==> src/rtl/f5me_pkg.sv <==
package f5me_pkg;
  localparam int MAX_K = 7;
  localparam int COEFF_BITS = 12;
  localparam int POSITION_BITS = 20;
  localparam int DEPTH = (1 << MAX_K) - 1;
  localparam int IDX_W = MAX_K;
  localparam int ENTRY_W = COEFF_BITS + POSITION_BITS;

  localparam logic [1:0] KIND_WB = 2'd0;
  localparam logic [1:0] KIND_DONE = 2'd1;
  localparam logic [1:0] KIND_PARTIAL = 2'd2;
  localparam logic [1:0] KIND_CLEAN = 2'd3;

  localparam logic CFG_MODE = 1'b0;
  localparam logic CFG_KBITS = 1'b1;

  typedef struct packed {
    logic                we;
    logic [IDX_W-1:0]    waddr;
    logic [ENTRY_W-1:0]  wdata;
    logic [IDX_W-1:0]    raddr;
  } mem_req_t;
endpackage

==> src/rtl/f5me_store.sv <==
module f5me_store
  import f5me_pkg::*;
(
  input  logic               clk,
  input  mem_req_t           req,
  output logic [ENTRY_W-1:0] rdata
);
  logic [ENTRY_W-1:0] mem [DEPTH];

  always_ff @(posedge clk) begin
    if (req.we) begin
      mem[req.waddr] <= req.wdata;
    end
    rdata <= mem[req.raddr];
  end
endmodule

==> src/rtl/f5me_ctrl.sv <==
module f5me_ctrl
  import f5me_pkg::*;
(
  input  logic                     clk,
  input  logic                     rst_n,
  input  logic                     cfg_we,
  input  logic [2:0]               cfg_index,
  input  logic [2:0]               cfg_wdata,
  input  logic                     in_valid,
  output logic                     in_ready,
  input  logic signed [COEFF_BITS-1:0] in_coefficient,
  input  logic [POSITION_BITS-1:0] in_position,
  input  logic [6:0]               in_message_bits,
  input  logic                     in_flush,
  output logic                     out_valid,
  input  logic                     out_ready,
  output logic [1:0]               out_kind,
  output logic [POSITION_BITS-1:0] out_position,
  output logic signed [COEFF_BITS-1:0] out_new_value,
  output logic [6:0]               out_extracted_bits,
  output logic                     out_last,
  output mem_req_t                 mreq,
  input  logic [ENTRY_W-1:0]       mrdata
);
  typedef enum logic [2:0] {S_IDLE, S_READ, S_MOD, S_SHIFT, S_SYN, S_OUT2} state_t;

  state_t state_r;
  logic mode_r;
  logic [2:0] kcfg_r;
  logic [IDX_W-1:0] fill_r, held_r, syn_r, ptr_r;
  logic retry_r;

  logic [2:0] k_eff;
  logic [IDX_W-1:0] kmask;
  logic [IDX_W:0] n_full;
  logic accept, ovf_q;
  logic [IDX_W-1:0] slot, fill_inc, idx;
  logic signed [COEFF_BITS-1:0] rd_c, dec_c;
  logic [POSITION_BITS-1:0] rd_p;

  always_comb begin
    k_eff = kcfg_r;
    if (kcfg_r < 3'd2) k_eff = 3'd2;
    if ({29'd0, kcfg_r} > MAX_K) k_eff = 3'(MAX_K);
  end
  assign kmask = IDX_W'((1 << k_eff) - 1);
  assign n_full = {1'b0, kmask};
  assign in_ready = (state_r == S_IDLE) && !out_valid;
  assign accept = in_valid && in_ready;
  assign ovf_q = (fill_r == IDX_W'(DEPTH));
  assign slot = ovf_q ? IDX_W'(DEPTH - 1) : fill_r;
  assign fill_inc = slot + 1'b1;
  assign idx = (held_r ^ syn_r) & kmask;
  assign rd_c = mrdata[ENTRY_W-1 -: COEFF_BITS];
  assign rd_p = mrdata[POSITION_BITS-1:0];
  assign dec_c = (rd_c > 0) ? rd_c - 1'b1 : rd_c + 1'b1;

  // memory port mux
  always_comb begin
    mreq = '0;
    mreq.raddr = ptr_r;
    if (accept && !in_flush && in_coefficient != '0) begin
      mreq.we = 1'b1;
      mreq.waddr = slot;
      mreq.wdata = {in_coefficient, in_position};
    end else if (state_r == S_SHIFT) begin
      // mrdata holds entry ptr_r read last cycle; write one slot lower
      mreq.we = 1'b1;
      mreq.waddr = ptr_r - 1'b1;
      mreq.wdata = mrdata;
    end
  end

  always_ff @(posedge clk) begin
    if (!rst_n) begin
      state_r <= S_IDLE;
      mode_r <= 1'b0;
      kcfg_r <= 3'd2;
      fill_r <= '0;
      held_r <= '0;
      syn_r <= '0;
      retry_r <= 1'b0;
      ptr_r <= '0;
      out_valid <= 1'b0;
    end else begin
      // in S_OUT2 the first beat hands over directly to the second
      if (out_valid && out_ready && state_r != S_OUT2) out_valid <= 1'b0;
      if (cfg_we && cfg_index == {2'b0, CFG_MODE}) mode_r <= cfg_wdata[0];
      if (cfg_we && cfg_index == {2'b0, CFG_KBITS}) begin
        kcfg_r <= cfg_wdata;
        fill_r <= '0;
        syn_r <= '0;
        retry_r <= 1'b0;
      end
      unique case (state_r)
        S_IDLE: begin
          if (accept) begin
            if (in_flush) begin
              out_valid <= 1'b1;
              out_kind <= (fill_r != '0 || retry_r) ? KIND_PARTIAL : KIND_CLEAN;
              out_position <= '0;
              out_new_value <= '0;
              out_extracted_bits <= '0;
              out_last <= 1'b1;
              fill_r <= '0;
              syn_r <= '0;
              retry_r <= 1'b0;
            end else if (in_coefficient != '0) begin
              logic [IDX_W-1:0] nsyn;
              logic [IDX_W-1:0] nheld;
              nheld = (fill_r == '0 && !retry_r) ? in_message_bits[IDX_W-1:0] & kmask
                                                 : held_r;
              nsyn = (syn_r ^ (in_coefficient[0] ? fill_inc : '0)) & kmask;
              held_r <= nheld;
              syn_r <= nsyn;
              fill_r <= fill_inc;
              if ({1'b0, fill_inc} >= n_full) begin
                out_position <= '0;
                out_new_value <= '0;
                out_last <= 1'b1;
                out_kind <= KIND_DONE;
                if (mode_r) begin
                  out_valid <= 1'b1;
                  out_extracted_bits <= 7'(nsyn);
                  fill_r <= '0; syn_r <= '0; retry_r <= 1'b0;
                end else if (((nheld ^ nsyn) & kmask) == '0) begin
                  out_valid <= 1'b1;
                  out_extracted_bits <= '0;
                  fill_r <= '0; syn_r <= '0; retry_r <= 1'b0;
                end else begin
                  ptr_r <= ((nheld ^ nsyn) & kmask) - 1'b1;
                  state_r <= S_READ;
                end
              end
            end
          end
        end
        S_READ: state_r <= S_MOD;
        S_MOD: begin
          out_valid <= 1'b1;
          out_kind <= KIND_WB;
          out_position <= rd_p;
          out_new_value <= dec_c;
          out_extracted_bits <= '0;
          if (dec_c != '0) begin
            out_last <= 1'b0;
            fill_r <= '0; syn_r <= '0; retry_r <= 1'b0;
            state_r <= S_OUT2;
          end else begin
            out_last <= 1'b1;
            retry_r <= 1'b1;
            fill_r <= fill_r - 1'b1;
            // syndrome: remove slot idx, slots above shift down by one
            syn_r <= syn_r ^ idx;
            ptr_r <= ptr_r + 1'b1;
            state_r <= (ptr_r + 1'b1 < fill_r) ? S_SYN : S_IDLE;
          end
        end
        S_SYN: state_r <= S_SHIFT; // read of ptr_r in flight
        S_SHIFT: begin
          // entry at ptr_r moved to ptr_r-1: syndrome term ptr_r+1 -> ptr_r
          if (mrdata[COEFF_BITS+POSITION_BITS-COEFF_BITS])
            syn_r <= (syn_r ^ (ptr_r + 1'b1) ^ ptr_r) & kmask;
          ptr_r <= ptr_r + 1'b1;
          state_r <= (ptr_r + 1'b1 <= fill_r) ? S_SYN : S_IDLE;
        end
        S_OUT2: begin
          if (out_ready) begin
            out_kind <= KIND_DONE;
            out_position <= '0;
            out_new_value <= '0;
            out_last <= 1'b1;
            state_r <= S_IDLE;
          end
        end
        default: state_r <= S_IDLE;
      endcase
    end
  end
endmodule

==> src/rtl/f5_matrix_embed_extract.sv <==
// channel  dir  beat contents
// cfg      in   cfg_we, cfg_index, cfg_wdata
// in       in   coefficient, position, message_bits, flush
// out      out  kind, out_position, new_value, extracted_bits, last
// An append is taken only in S_IDLE while the output register is empty.
// A modified group reads its slot; shrinkage then walks the upper part
// of the group store, each entry through S_SYN and S_SHIFT, via the
// single read port. Reset is synchronous; the store needs no clearing.
module f5_matrix_embed_extract
  import f5me_pkg::*;
(
  input  logic                         clk,
  input  logic                         rst_n,
  input  logic                         cfg_we,
  input  logic [2:0]                   cfg_index,
  input  logic [2:0]                   cfg_wdata,
  input  logic                         in_valid,
  output logic                         in_ready,
  input  logic signed [COEFF_BITS-1:0] in_coefficient,
  input  logic [POSITION_BITS-1:0]     in_position,
  input  logic [6:0]                   in_message_bits,
  input  logic                         in_flush,
  output logic                         out_valid,
  input  logic                         out_ready,
  output logic [1:0]                   out_kind,
  output logic [POSITION_BITS-1:0]     out_position,
  output logic signed [COEFF_BITS-1:0] out_new_value,
  output logic [6:0]                   out_extracted_bits,
  output logic                         out_last
);
  mem_req_t mreq;
  logic [ENTRY_W-1:0] mrdata;

  f5me_store u_store (.clk, .req(mreq), .rdata(mrdata));

  f5me_ctrl u_ctrl (
    .clk, .rst_n, .cfg_we, .cfg_index, .cfg_wdata,
    .in_valid, .in_ready, .in_coefficient, .in_position, .in_message_bits, .in_flush,
    .out_valid, .out_ready, .out_kind, .out_position, .out_new_value,
    .out_extracted_bits, .out_last, .mreq, .mrdata
  );
endmodule

==> config.mk <==
export PLATFORM = sky130hd
export DESIGN_NAME = f5_matrix_embed_extract
export DESIGN_NICKNAME = d
export VERILOG_FILES = /design/src/rtl/f5me_pkg.sv /design/src/rtl/f5me_store.sv /design/src/rtl/f5me_ctrl.sv /design/src/rtl/f5_matrix_embed_extract.sv
export SDC_FILE = /design/constraint.sdc
export NUM_CORES = 2
export LEC_CHECK = 0
export BUFFER_PORTS_ARGS = -buffer_cell sky130_fd_sc_hd__buf_2
export CAP_MARGIN = 20
export CORE_UTILIZATION = 25
export CTS_CLUSTER_DIAMETER = 60
export DETAILED_ROUTE_END_ITERATION = 10
export PLACE_DENSITY_LB_ADDON = 0.05
export SKIP_LAST_GASP = 1
export SLEW_MARGIN = 20
export SYNTH_ARGS = -nofsm -noshare
export SYNTH_HDL_FRONTEND = slang
export SYNTH_SLANG_ARGS = --single-unit
==> constraint.sdc <==
create_clock -name clk -period 10.1 [get_ports clk]
set_input_delay 2.02 -clock clk [delete_from_list [all_inputs] [get_ports clk]]
set_output_delay 2.02 -clock clk [all_outputs]
set_load 0.02 [all_outputs]
# Word level (Yosys, flattened, before mapping)
# Memories as Yosys holds them, arrays and structs flattened. A register that Yosys moved wholly into a read port is not among the register bits.
# Index checks and enable logic that the tools add are counted.
[word_totals]
register_bits = 79
latch_bits = 0
ram_bits = 4064
mem_bits_ro = 0
out_inout_bits = 44
elab_cells = 184
n_memories = 1
[classes]
add_sub_neg = 8
multipliers = 0
div = 0
order_cmp = 5
n_eq_ne = 19
shift = 1
muxes = 96
n_bitwise = 12
n_reduce_logical = 28
[memory_table]
columns = ["memory", "words", "word_bits", "rd", "rd_ports_with_merged_regs", "write_ports", "line", "text"]
rows = [
  ["u_store.mem", 127, 32, 1, 1, 1, "f5me_store.sv:8", "logic [ENTRY_W-1:0] mem [DEPTH];"],
]
[ops]
columns = ["cell", "n"]
rows = [
  ["2-to-1 mux 7 bit", 33],
  ["2-to-1 mux 20 bit", 5],
  ["2-to-1 mux 40 bit", 2],
  ["2-to-1 mux 12 bit", 6],
  ["one-hot mux 20 bit (3 select lines)", 1],
  ["one-hot mux 7 bit (3 select lines)", 2],
  ["bitwise XOR 7 bit", 6],
  ["one-hot mux 12 bit (3 select lines)", 1],
  ["AND 7 bit", 5],
  ["2-to-1 mux 3 bit", 11],
  ["one-hot mux 7 bit (2 select lines)", 2],
  ["nonzero test 12 bit", 2],
  ["2-to-1 mux 1 bit", 23],
  ["subtractor 7 x 1 -> 7 bit, second input constant", 3],
  ["one-hot mux 3 bit (6 select lines)", 1],
  ["adder 7 x 1 -> 7 bit, second input constant", 2],
  ["logical NOT 7 bit", 2],
  ["!= test 2 bit, second input constant", 7],
  ["adder 12 x 1 -> 12 bit, second input constant", 1],
  ["> comparator 12 x 1 -> 1 bit, second input constant", 1],
  ["AND reduction 6 bit", 2],
  ["subtractor 12 x 1 -> 12 bit, second input constant", 1],
  ["2-to-1 mux 2 bit", 5],
  ["logical AND 1 bit", 9],
  ["26 further kinds", 36],
]

# Logic depth before layout (Yosys ltp)
[depth]
depth_word = 16
ltp_mapped = 19

# Modules after synthesis
# From an unflattened synthesis, not the netlist that was laid out.
[hier_totals]
hier_cells = 7305
area_unflattened_um2 = 162233.1
[modules_own_cells]
columns = ["mod", "n_inst", "cells_each", "area_each_um2"]
rows = [
  ["f5me_store", 1, 6552, 155924.5],
  ["f5me_ctrl", 1, 753, 6308.6],
]

# Worst setup path before layout
# OpenSTA, ideal clock, no wires.
[synth_timing]
path_kind = "input-to-reg"
startpoint = "input in_valid"
endpoint = "memory u_store.mem[0][20] (netlist name) (data pin)"
setup_time_ns = 1.191
arrival_time_ns = 7.722
setup_slack_ns = 1.187
stages = 5
cell_sequence = "nor2b_1 > nand2_1 > nor2_1 > nand2_1 > o21ai_0"
[synth_rtl]
columns = ["element", "line", "text"]
rows = [
  ["from (decl)", "f5_matrix_embed_extract.sv:17", "input logic in_valid,"],
  ["to (decl)", "f5me_store.sv:8", ""],
]

# Final worst setup path
[layout_timing]
startpoint = "input in_coefficient[0]"
endpoint = "memory u_store.mem[62][31] (netlist name) (enable)"
[layout_via]
elab_chain_len = 5
[layout_lines]
columns = ["element", "line", "text"]
rows = [
  ["from (decl)", "f5_matrix_embed_extract.sv:19", "input logic signed [COEFF_BITS-1:0] in_coefficient,"],
  ["nonzero test 12 bit (*)", "f5me_ctrl.sv:62", "if (accept && !in_flush && in_coefficient != '0) begin"],
  ["logical AND 1 bit (*)", "f5me_ctrl.sv:62", ""],
  ["2-to-1 mux 40 bit (*)", "f5me_ctrl.sv:62", ""],
  ["2-to-1 mux 1 bit", "f5me_store.sv:11", "if (req.we) begin"],
  ["2-to-1 mux 1 bit (implied by the code)", "f5me_store.sv:12", "mem[req.waddr] <= req.wdata;"],
]
# Mark *: on every way between the ends. The rest lies on a longest branch, timed or not.

==> flow_metrics.py <==
metrics = {
    "grt": {
        "grt_max_degree": 115,
        "grt_pass1_wl_um": 759000,
        "grt_overflow": 0,
        "grt_pass1_vias": 79400,
        "antenna_found_initial": 91,
        "track_usage": 0.172,
    },
    "setup_path": {
        "critPathMaxFanout": 18,
        "path_cells": "buf_2 > nor4_1 > nand3_1 > nand2_1 > o22ai_1 > nor2_1 > nand2_1 > nor2_4 > buf_4",
        "arrival_ns": 7.38,
        "path_depth": 9,
        "worstSetupPathType": "input pin to register",
        "reg2reg_depth": 9,
        "slowest_stage": "nor2_4",
        "cp_common_cell": "nand2_1",
        "r2r_slack_ns": 3.96,
        "crit_buf_inv": 2,
        "r2r-start": "u_ctrl.state_r[0]",
        "crit_path_start_kind": "input pin",
        "cp_top_family": "simple AND/OR/NAND/NOR gates",
        "critPathMaxStageDelay_ns": 0.97,
        "cp.required_ns": 10.80,
        "cp-end-kind": "register",
        "timing.rr.end": "u_store.mem[109][21]",
    },
    "power_and_ir_drop": {
        "power_switching_w": 0.0170,
        "clkPwrFrac": 0.348,
        "p_total_w": 0.0527,
        "vdd_drop_max_v": 0.000189,
        "leakagePower_nw": 57.5,
        "internal_power_w": 0.0357,
        "combPwrFrac": 0.264,
        "pwr-share-seq": 0.388,
        "powerDensity_mw_per_mm2": 275,
        "swShare": 0.322,
    },
    "logic_synthesis": {
        "muxShareOfSynthArea": 0.188,
        "yosysTopAreaCell": "edfxtp_1",
        "seq_area_frac_synth": 0.773,
        "synth_area_mm2": 0.161,
        "ys_ff_latch": 4175,
        "synth-compound-area-share": 0.0105,
        "synth_xor_area_frac": 0.00237,
        "avgSynthCellArea_um2": 23.9,
        "synth.distinct_cells": 82,
        "synth_top_family_by_area": "multiplexers",
        "async_flop_share": 0,
        "synth_cells": 6755,
        "synth.top_cells.by_area": "edfxtp_1, mux4_2, dfxtp_1, clkbuf_1, nor2_1",
        "yosys.area.top_type_share": 0.764,
        "synthSimpleGateAreaFrac": 0.0133,
        "yosys_warnings": 0,
        "synth_fa_ha_area_frac": 0.00261,
        "synthFlopType": "edfxtp_1",
        "synth_edf_count": 4106,
    },
    "clocking": {
        "root_buffer": "clkbuf_16",
        "clk_latency_ns": 1.06,
        "cts_buffer_depth": 4,
        "cts_setup_buffers": 0,
        "cts_hold_buffers": 0,
        "clkTransAtPathRegs_ns": 0.05,
        "cts_buffers": 537,
        "cts_tree": "built",
        "ctsResizeCount": 0,
        "htreeDepth": 6,
        "cts.sinks": 4175,
    },
    "layout": {
        "layout.nets": 7394,
        "drive_gt1_frac": 0.344,
        "syn_to_final_growth_pct": 18.9,
    },
    "sta": {
        "slew_violations": 0,
        "worstMarginPinSlew_ns": 1.13,
        "whs_ns": 0.469,
        "timing.fmax_mhz": 150,
        "finClkSkew_ns": 0.0861,
        "finalCriticalPeriod_ns": 6.68,
        "relSlewSlack": 0.244,
        "setup_viol": 0,
        "grt_setup_unrepaired": "false",
        "period_share": 0.662,
        "hold_viol": 0,
        "final.setup.tns_ns": 0,
    },
    "routing": {
        "vias_per_cell": 4.64,
        "post_drt_wl_per_cell_um": 34.8,
        "antenna_left": 0,
        "drtPass1Iterations": 7,
        "drc": 0,
        "totalWireLength_um": 569000,
        "vias": 75800,
        "dr.first_iter.drc_count": 7165,
    },
    "outcome": {
        "status": "complete, no violations",
    },
    "hold_path": {
        "holdPathStages": 2,
        "hold_path_end": "u_ctrl.held_r[6]",
        "min_from": "u_ctrl.held_r[6]",
        "hold_class": "register to register",
    },
    "floorplanning": {
        "core_mm2": 0.642,
        "ios": 95,
        "dieArea_mm2": 0.648,
        "die_x_um": 805,
        "core.rowCount": 294,
        "start_util": 0.251,
        "die_height_um": 805,
    },
    "place": {
        "io_buffers": 94,
        "place_congestion": 0.752,
        "hpwlAfterDp_um": 360000,
    },
    "flow_run": {
        "cap_violations": 0,
    },
}
through the flow:
| stage | util | instance area (um^2) | setup WS, ns | cells |
|---|---|---|---|---|
| floorplan | - | 161000 | 1.19 | 6757 |
| global placement | 0.272 | 175000 | 2.09 | 15300 |
| detailed placement | 0.272 | 175000 | 2.31 | 15400 |
| CTS | 0.298 | 192000 | 3.50 | 16300 |
| global route | 0.299 | 192000 | 3.29 | 16300 |
| finish | 0.299 | 192000 | 3.42 | 16400 |
synthesized netlist by cell type (all sizes together) (7+ instances only):
cell / n
mux2: 38
nor2b: 7
edfxtp: 4106
a221oi: 8
nand2: 128
mux2i: 40
nor4: 8
nand4: 11
a21oi: 56
inv: 21
o211ai: 10
mux4: 1312
dfxtp: 69
nand2b: 7
buf: 133
nor2: 195
and3: 34
xor2: 20
a31oi: 11
o22ai: 7
o21ai: 69
a211oi: 11
nor3: 20
xnor2: 21
a22o: 32
clkbuf: 234
ha: 32
nand3: 34
worst min-delay path, stage by stage, from the launching register on:
cell     delay, ns
dfxtp_1       0.32
nand2_1       0.06
a21oi_1       0.05
per-layer routing:
layer,global-route usage,share of wire,vias up
met5,0,0.000040,-
met4,0.0312,0.018,4
met3,0.0209,0.039,616
met2,0.279,0.47,1873
met1,0.252,0.47,42900
li1,-,-,30500
registers in the layout (all words and copies together) (netlist names), 2 cells and up:
register,flops
u_ctrl.fill_r,7
u_ctrl.out_position,20
u_ctrl.held_r,7
u_ctrl.kcfg_r,3
u_ctrl.ptr_r,7
u_ctrl.syn_r,7
u_ctrl.out_new_value,12
u_ctrl.out_extracted_bits,7
u_ctrl.state_r,3
u_store.rdata,32
u_store.mem,4064
u_ctrl.out_kind,2
kinds of logic (layout without fill, tap and decap cells):
family                     count (synthesis)  in the layout
AOI/OAI and AO/OA                        249            249
xor gates and xnor gates                  42             42
adders and majority gates                 33             33
buffers and inverters                    391           1357
DFF                                     4175           4175
muxes                                   1390           1390
other                                      1             48
and+or+nand+nor                          474            474
cells in the final DEF (no fill, tap or decap), types with 34 or more instances in the layout:
| master | n |
|---|---|
| edfxtp_1 | 4106 |
| o21ai_0 | 65 |
| clkbuf_1 | 132 |
| clkinv_2 | 63 |
| nand2_1 | 123 |
| buf_2 | 94 |
| nor2_4 | 128 |
| mux2i_1 | 40 |
| and3_1 | 34 |
| nor2_1 | 66 |
| mux4_2 | 1312 |
| a21oi_1 | 54 |
| clkbuf_16 | 557 |
| dfxtp_1 | 62 |
| mux2_2 | 38 |
| diode_2 | 45 |
| buf_4 | 252 |
| clkinv_1 | 99 |
worst max path at each step:
| stage | slack [ns] | end | from |
|---|---|---|---|
| after floorplan | 1.19 | u_store.mem[0][20] | in_valid |
| after global placement | 2.09 | u_store.mem[66][17] | in_coefficient[0] |
| after detailed placement | 2.31 | u_store.mem[60][4] | in_coefficient[0] |
| after CTS | 3.50 | u_store.mem[62][31] | in_coefficient[0] |
| after global routing | 3.29 | u_store.mem[60][6] | in_coefficient[0] |
| final | 3.42 | u_store.mem[62][31] | in_coefficient[0] |
final cells by class:
class | count | area [um^2]
flip-flops and latches | 4175 | 125000
inverters | 24 | 90.1
repair buffers | 381 | 3130
clock inverters | 262 | 2280
fillers | 61700 | 450000
well taps | 8584 | 10700
clock buffers | 690 | 14400
multi-input cells | 2191 | 36300
diodes | 45 | 113
power by group through the flow:
stage / combinational, W / clock [W] / sequential (W)
2_1_floorplan: 0.00737 / 0 / 0.0206
3_3_place_gp: 0.0145 / 0 / 0.0208
3_5_place_dp: 0.0145 / 0 / 0.0208
4_1_cts: 0.0145 / 0.0189 / 0.0205
5_1_grt: 0.0146 / 0.0195 / 0.0205
6_report: 0.0139 / 0.0183 / 0.0205
Power figures use the tool's default switching activity.
